## src/hw/rtl/tbm_pkg.sv

```systemverilog
// Shared types and constants of the BM25 / TF-IDF term score block.
package tbm_pkg;

  // Field widths of one input transaction and of the configuration port.
  localparam int unsigned TC_W      = 24;
  localparam int unsigned DF_W      = 32;
  localparam int unsigned DL_W      = 24;
  localparam int unsigned CFG_W     = 32;
  localparam int unsigned CFG_IDX_W = 2;

  // Fixed-point format: internal values are Q30, the score is Q10.16.
  localparam int unsigned Q_FRAC          = 30;
  localparam int unsigned SCORE_FRAC_BITS = 16;
  localparam int unsigned SCORE_W         = 10 + SCORE_FRAC_BITS;
  localparam logic [SCORE_W-1:0] SCORE_MAX = '1;

  // Natural log of two in Q28.
  localparam logic [27:0] LN2_Q28 = 28'd186065279;

  // Configuration register indexes.
  localparam logic [CFG_IDX_W-1:0] CFG_SCORE_MODE   = 2'd0;
  localparam logic [CFG_IDX_W-1:0] CFG_TOTAL_DOCS   = 2'd1;
  localparam logic [CFG_IDX_W-1:0] CFG_TOTAL_TOKENS = 2'd2;

  // Score mode codes.
  localparam logic MODE_TFIDF = 1'b0;
  localparam logic MODE_BM25  = 1'b1;

  typedef struct packed {
    logic [TC_W-1:0] term_count;
    logic [DF_W-1:0] term_doc_frequency;
    logic [DL_W-1:0] doc_length;
  } in_item_t;

  typedef struct packed {
    logic [SCORE_W-1:0] score;
    logic               invalid;
  } out_item_t;

endpackage

```

## src/hw/rtl/tbm_div_pipe.sv

```systemverilog
// Pipelined restoring divider, one quotient bit per stage.
module tbm_div_pipe
  import tbm_pkg::*;
#(
  parameter int unsigned NW = 32,
  parameter int unsigned DW = 32,
  parameter int unsigned QW = 32,
  parameter int unsigned SW = 1
) (
  input  logic          clk_i,
  input  logic          rst_ni,
  input  logic          en_i,
  input  logic          valid_i,
  input  logic [NW-1:0] dividend_i,
  input  logic [DW-1:0] divisor_i,
  input  logic [SW-1:0] side_i,
  output logic          valid_o,
  output logic [QW-1:0] quot_o,
  output logic [SW-1:0] side_o
);

  // The quotient must fit in QW bits, so the remainder of stage k stays
  // below the divisor shifted by the bit position of that stage.
  localparam int unsigned RW = DW + QW;

  logic [QW:0]   v_q;
  logic [RW-1:0] rem_q [QW+1];
  logic [RW-1:0] rem_d [QW+1];
  logic [DW-1:0] dv_q  [QW+1];
  logic [QW-1:0] quo_q [QW+1];
  logic [QW-1:0] quo_d [QW+1];
  logic [SW-1:0] sd_q  [QW+1];

  assign rem_d[0] = RW'(dividend_i);
  assign quo_d[0] = '0;

  for (genvar k = 1; k <= QW; k++) begin : g_stage
    localparam int unsigned I = QW - k;
    logic [DW:0]   hi;
    logic          ge;
    logic [RW-1:0] r_n;

    // Trial subtract of the divisor at bit position I.
    assign hi = rem_q[k-1][I +: DW+1];
    assign ge = hi >= {1'b0, dv_q[k-1]};

    always_comb begin
      r_n = rem_q[k-1];
      if (ge) begin
        r_n[I +: DW+1] = hi - {1'b0, dv_q[k-1]};
      end
    end

    assign rem_d[k] = r_n;
    assign quo_d[k] = {quo_q[k-1][QW-2:0], ge};
  end

  always_ff @(posedge clk_i or negedge rst_ni) begin
    if (!rst_ni) begin
      v_q <= '0;
    end else if (en_i) begin
      v_q <= {v_q[QW-1:0], valid_i};
    end
  end

  always_ff @(posedge clk_i) begin
    if (en_i) begin
      rem_q[0] <= rem_d[0];
      dv_q[0]  <= divisor_i;
      quo_q[0] <= quo_d[0];
      sd_q[0]  <= side_i;
      for (int k = 1; k <= QW; k++) begin
        rem_q[k] <= rem_d[k];
        dv_q[k]  <= dv_q[k-1];
        quo_q[k] <= quo_d[k];
        sd_q[k]  <= sd_q[k-1];
      end
    end
  end

  assign valid_o = v_q[QW];
  assign quot_o  = quo_q[QW];
  assign side_o  = sd_q[QW];

endmodule

```

## config.mk

```make
export PLATFORM = sky130hd
export DESIGN_NAME = tbm_div_pipe
export DESIGN_NICKNAME = d
export VERILOG_FILES = /design/src/hw/rtl/tbm_pkg.sv /design/src/hw/rtl/tbm_div_pipe.sv
export SDC_FILE = /design/constraint.sdc
export NUM_CORES = 2
export LEC_CHECK = 0
export ABC_CLOCK_PERIOD_IN_PS = 4800
export BUFFER_PORTS_ARGS = -buffer_cell sky130_fd_sc_hd__buf_2
export CORE_ASPECT_RATIO = 0.5
export CORE_MARGIN = 10
export CORE_UTILIZATION = 40
export CTS_CLUSTER_DIAMETER = 50
export CTS_CLUSTER_SIZE = 10
export DETAILED_ROUTE_END_ITERATION = 8
export SLEW_MARGIN = 20
export SYNTH_ARGS = -nofsm -noshare
export SYNTH_HDL_FRONTEND = slang
export SYNTH_MEMORY_MAX_BITS = 65536
export SYNTH_SLANG_ARGS = --single-unit
```

## constraint.sdc

```tcl
create_clock -name clk_i -period 4.8 [get_ports clk_i]
set_clock_uncertainty 0.2 [all_clocks]
set_input_delay 1.2 -clock clk_i [delete_from_list [all_inputs] [get_ports clk_i]]
set_output_delay 1.2 -clock clk_i [all_outputs]
set_load 0.02 [all_outputs]
```

==> flow_summary.ini <==
[sta]
finalSetupViolations = 0
final_hold_viol_count = 0
crit_share_post_route_pct = 90.0
timing.slew.headroom_pct = 28.1
finalMaxSlewViolations = 0
fin_worst_hold_slack_ps = 145
fmax_mhz = 231
final.min_clock_period_ps = 4320
fin_setup_tns_ps = 0
unrepaired_setup_endpoints_after_global_routing = false
tightest_slew_ps = 1070

[final_layout]
fin_nets = 14600
flow.area_growth_from_synthesis_pct = 11.8
drive_gt1_share_pct = 9.78
final.fill_count = 36000

[synthesis]
most_common_flop_cell_mapped_by_yosys = edfxtp_1
ys_seq_area_share_pct = 58.8
number_of_enable_type_register_cells_in_the_synthesized_netlist = 3105
synth.cell_area_um2 = 160000
ys_types = 94
synthesis.area_per_instance_um2 = 12.2
synthesis.yosys.warnings = 0
synth-async-reset-ratio_pct = 1.05
yosys_register_bits = 3138
synth_nets = 14200
syn_inst = 13100

[pwr]
pwr_density_cell_nw_per_um2 = 666
static-leakage-power_uw = 0.0710
peakVddDrop_v = 0.000387

[grt]
grt_pass1_wl_um = 573000
grt_util_met3_pct = 2.28
global_route.usage.met1_pct = 18.3
grt_max_degree = 127
grt_util_met2_pct = 31.8
grt_antenna_before_repair = 3
grt.busiest_layer = met2
gr-usage-all-layers_pct = 16.7
globalRoute.totalOverflow = 0
via_count_of_the_first_global_routing_pass = 102000

[clock_network]
path_clk_slew_ps = 60
post_cts_resized = 0
maximum_buffer_depth_of_the_clock_tree = 4
cts_tree = done
worst_skew_pair.late_latency_ps = 960
cts.sinks = 3138
cts_max_level = 5
ctsRootBufferMaster = clkbuf_16
holdBufCountCts = 0
cts_setup_buffers = 0
tritoncts_buffers = 371

[detailed_routing]
post_drt_via_cell_ratio = 5.30
drt_first_iter_violations = 5889
drc = 0
ant_nets = 0
vias = 99900
routed_wl_um = 369000
firstDrtPassIters = 6
average_detailed_routed_wire_length_per_instance_um = 19.6

[setup_path]
r2r_end = rem_q[0][373]
termination_of_the_worst_setup_path = rem_q[0][373]
type_of_element_launching_the_critical_path = flop
crit_path_end_kind = flop
worstPathArrival_ps = 4780
critical_path.max_fanout = 10
worstSetupPathType = flop to flop
regToRegStartpoint = rem_q[0][290]
ff2ff_path_depth = 12
r2r_slack_ps = 480
setup.worst_path.start = rem_q[0][290]
worst-endpoint-required_ps = 5260

[job]
max_cap_viol_count = 0

[placed_design]
detailed_place_hpwl_um = 278000
gpl.final_weighted_congestion = 0.960
io_buffer_count = 102

[floorplanning]
ios = 103
dieWidth_um = 914
die-area_um2 = 427000
die_y_um = 467
rows = 164
floorplan.initialDensity_pct = 40.1
core_area_um2 = 399000

[worst_hold_path]
hold_path_class = primary input to async pin

[run_status]
run_status = finished clean
==> power breakdown <==
group	switching [µW]	internal [µW]
Sequential	3630	38900
Combinational	29000	22300
Clock	10700	14500
Total	43400	75800
==> flip-flops by register name (all words and copies together), names as in the netlist <==
| register | flops |
|---|---|
| v_q | 33 |
| quo_q | 528 |
| sd_q | 33 |
| rem_q | 1520 |
| dv_q | 1024 |
==> placed cells by master (no fill, tap or decap), types with 313 or more instances in the layout <==
cell type,count
nor2_1,728
edfxtp_1,3105
a21oi_1,1048
a21o_1,543
clkbuf_16,375
ha_1,994
mux2_2,461
xnor2_1,499
nand2_1,750
o21ai_0,695
xor2_1,313
inv_1,1274
==> synthesized netlist by cell type (21+ instances only) <==
cell type | count | area, µm²
nor4_1 | 51 | 319
o211ai_1 | 62 | 465
a221oi_1 | 26 | 228
nand4_1 | 211 | 1320
nand2b_1 | 113 | 707
xnor2_1 | 499 | 4370
dfrtp_1 | 33 | 826
o31a_1 | 23 | 201
o21ai_0 | 695 | 3480
clkbuf_1 | 312 | 1170
a311oi_1 | 22 | 193
mux2_1 | 23 | 259
or2_2 | 23 | 144
or3_1 | 40 | 250
nor2_1 | 728 | 2730
a2111oi_0 | 26 | 228
a31o_2 | 24 | 210
nand3_1 | 197 | 986
edfxtp_1 | 3105 | 93200
xor2_1 | 313 | 2740
o31ai_1 | 74 | 556
and4_1 | 25 | 219
a31oi_1 | 125 | 782
buf_1 | 21 | 78.8
nor2b_1 | 141 | 882
a211oi_1 | 85 | 638
and2_1 | 62 | 388
mux2i_1 | 48 | 480
o21bai_1 | 132 | 991
a21o_1 | 543 | 4080
fa_1 | 30 | 601
a21boi_0 | 55 | 413
and3_1 | 81 | 507
o21a_1 | 121 | 908
inv_1 | 1275 | 4790
buf_2 | 39 | 195
a211o_1 | 38 | 333
nand2_1 | 750 | 2820
nor3_1 | 141 | 706
a21oi_1 | 1049 | 5250
ha_1 | 994 | 12400
mux2_2 | 461 | 5190
a41oi_1 | 21 | 184
==> critical path, stage by stage (launching register included) <==
cell and delay [ps]:
edfxtp_1 400, ha_1 410, and3_1 240, a221o_1 340, a221o_1 390, a21o_1 190, o21ai_2 190, nor2_1 80
a21o_1 160, a31o_1 240, a211oi_4 570, buf_4 300, mux2_2 350
==> how the worst min path moves through the flow <==
stage / startpoint / endpoint / slack [ps] / cells after the start
6_report: rst_ni / v_q[21] / 140 / 1
4_1_cts: rst_ni / v_q[12] / 60 / 1
2_1_floorplan: quo_q[0][96] / quo_q[0][129] / 200 / 0
3_5_place_dp: quo_q[0][229] / quo_q[0][262] / 200 / 0
5_1_grt: rst_ni / v_q[21] / 130 / 1
3_3_place_gp: rem_q[0][73] / rem_q[0][137] / 200 / 0
==> stage by stage <==
| stage | setup WS [ps] | total power, µW | instance area [µm²] | util, % | instances |
|---|---|---|---|---|---|
| finish | 478 | 119000 | 179000 | 44.8 | 18900 |
| detailed placement | 434 | 94100 | 169000 | 42.3 | 18400 |
| CTS | 432 | 120000 | 179000 | 44.8 | 18900 |
| global route | 251 | 127000 | 179000 | 44.8 | 18900 |
| floorplan | 1020 | 79300 | 160000 | - | 13100 |
| global placement | 441 | 93700 | 169000 | 42.3 | 18400 |
==> cell families after synthesis <==
kind of cell | share of synthesized area, %
AND/OR/NAND/NOR | 7.91
flip-flops | 58.8
adder cells (fa/ha/maj) | 8.15
multiplexers | 3.71
AO/OA/AOI/OAI | 13.1
buffers and inverters | 3.92
XOR/XNOR | 4.45
==> layer usage <==
layer  wire length, µm  vias up
met5                 0        -
met4             19900        0
met3             12100      830
met2            194000     1901
met1            143000    48000
li1                  -    49100
==> cell type report <==
| type | count | area, µm² | share of cell area, % |
|---|---|---|---|
| Multi-Input combinational cell | 8324 | 59800 | 33.4 |
| Sequential cell | 3138 | 94100 | 52.6 |
| Clock buffer | 396 | 9460 | 5.29 |
| Timing Repair Buffer | 349 | 3260 | 1.82 |
| Tap cell | 5312 | 6650 | 3.72 |
| Inverter | 1277 | 4790 | 2.68 |
| Clock inverter | 58 | 795 | 0.444 |
| Antenna cell | 2 | 5.00 | 0.00280 |
Note: power is estimated with default switching activity, not from simulation.
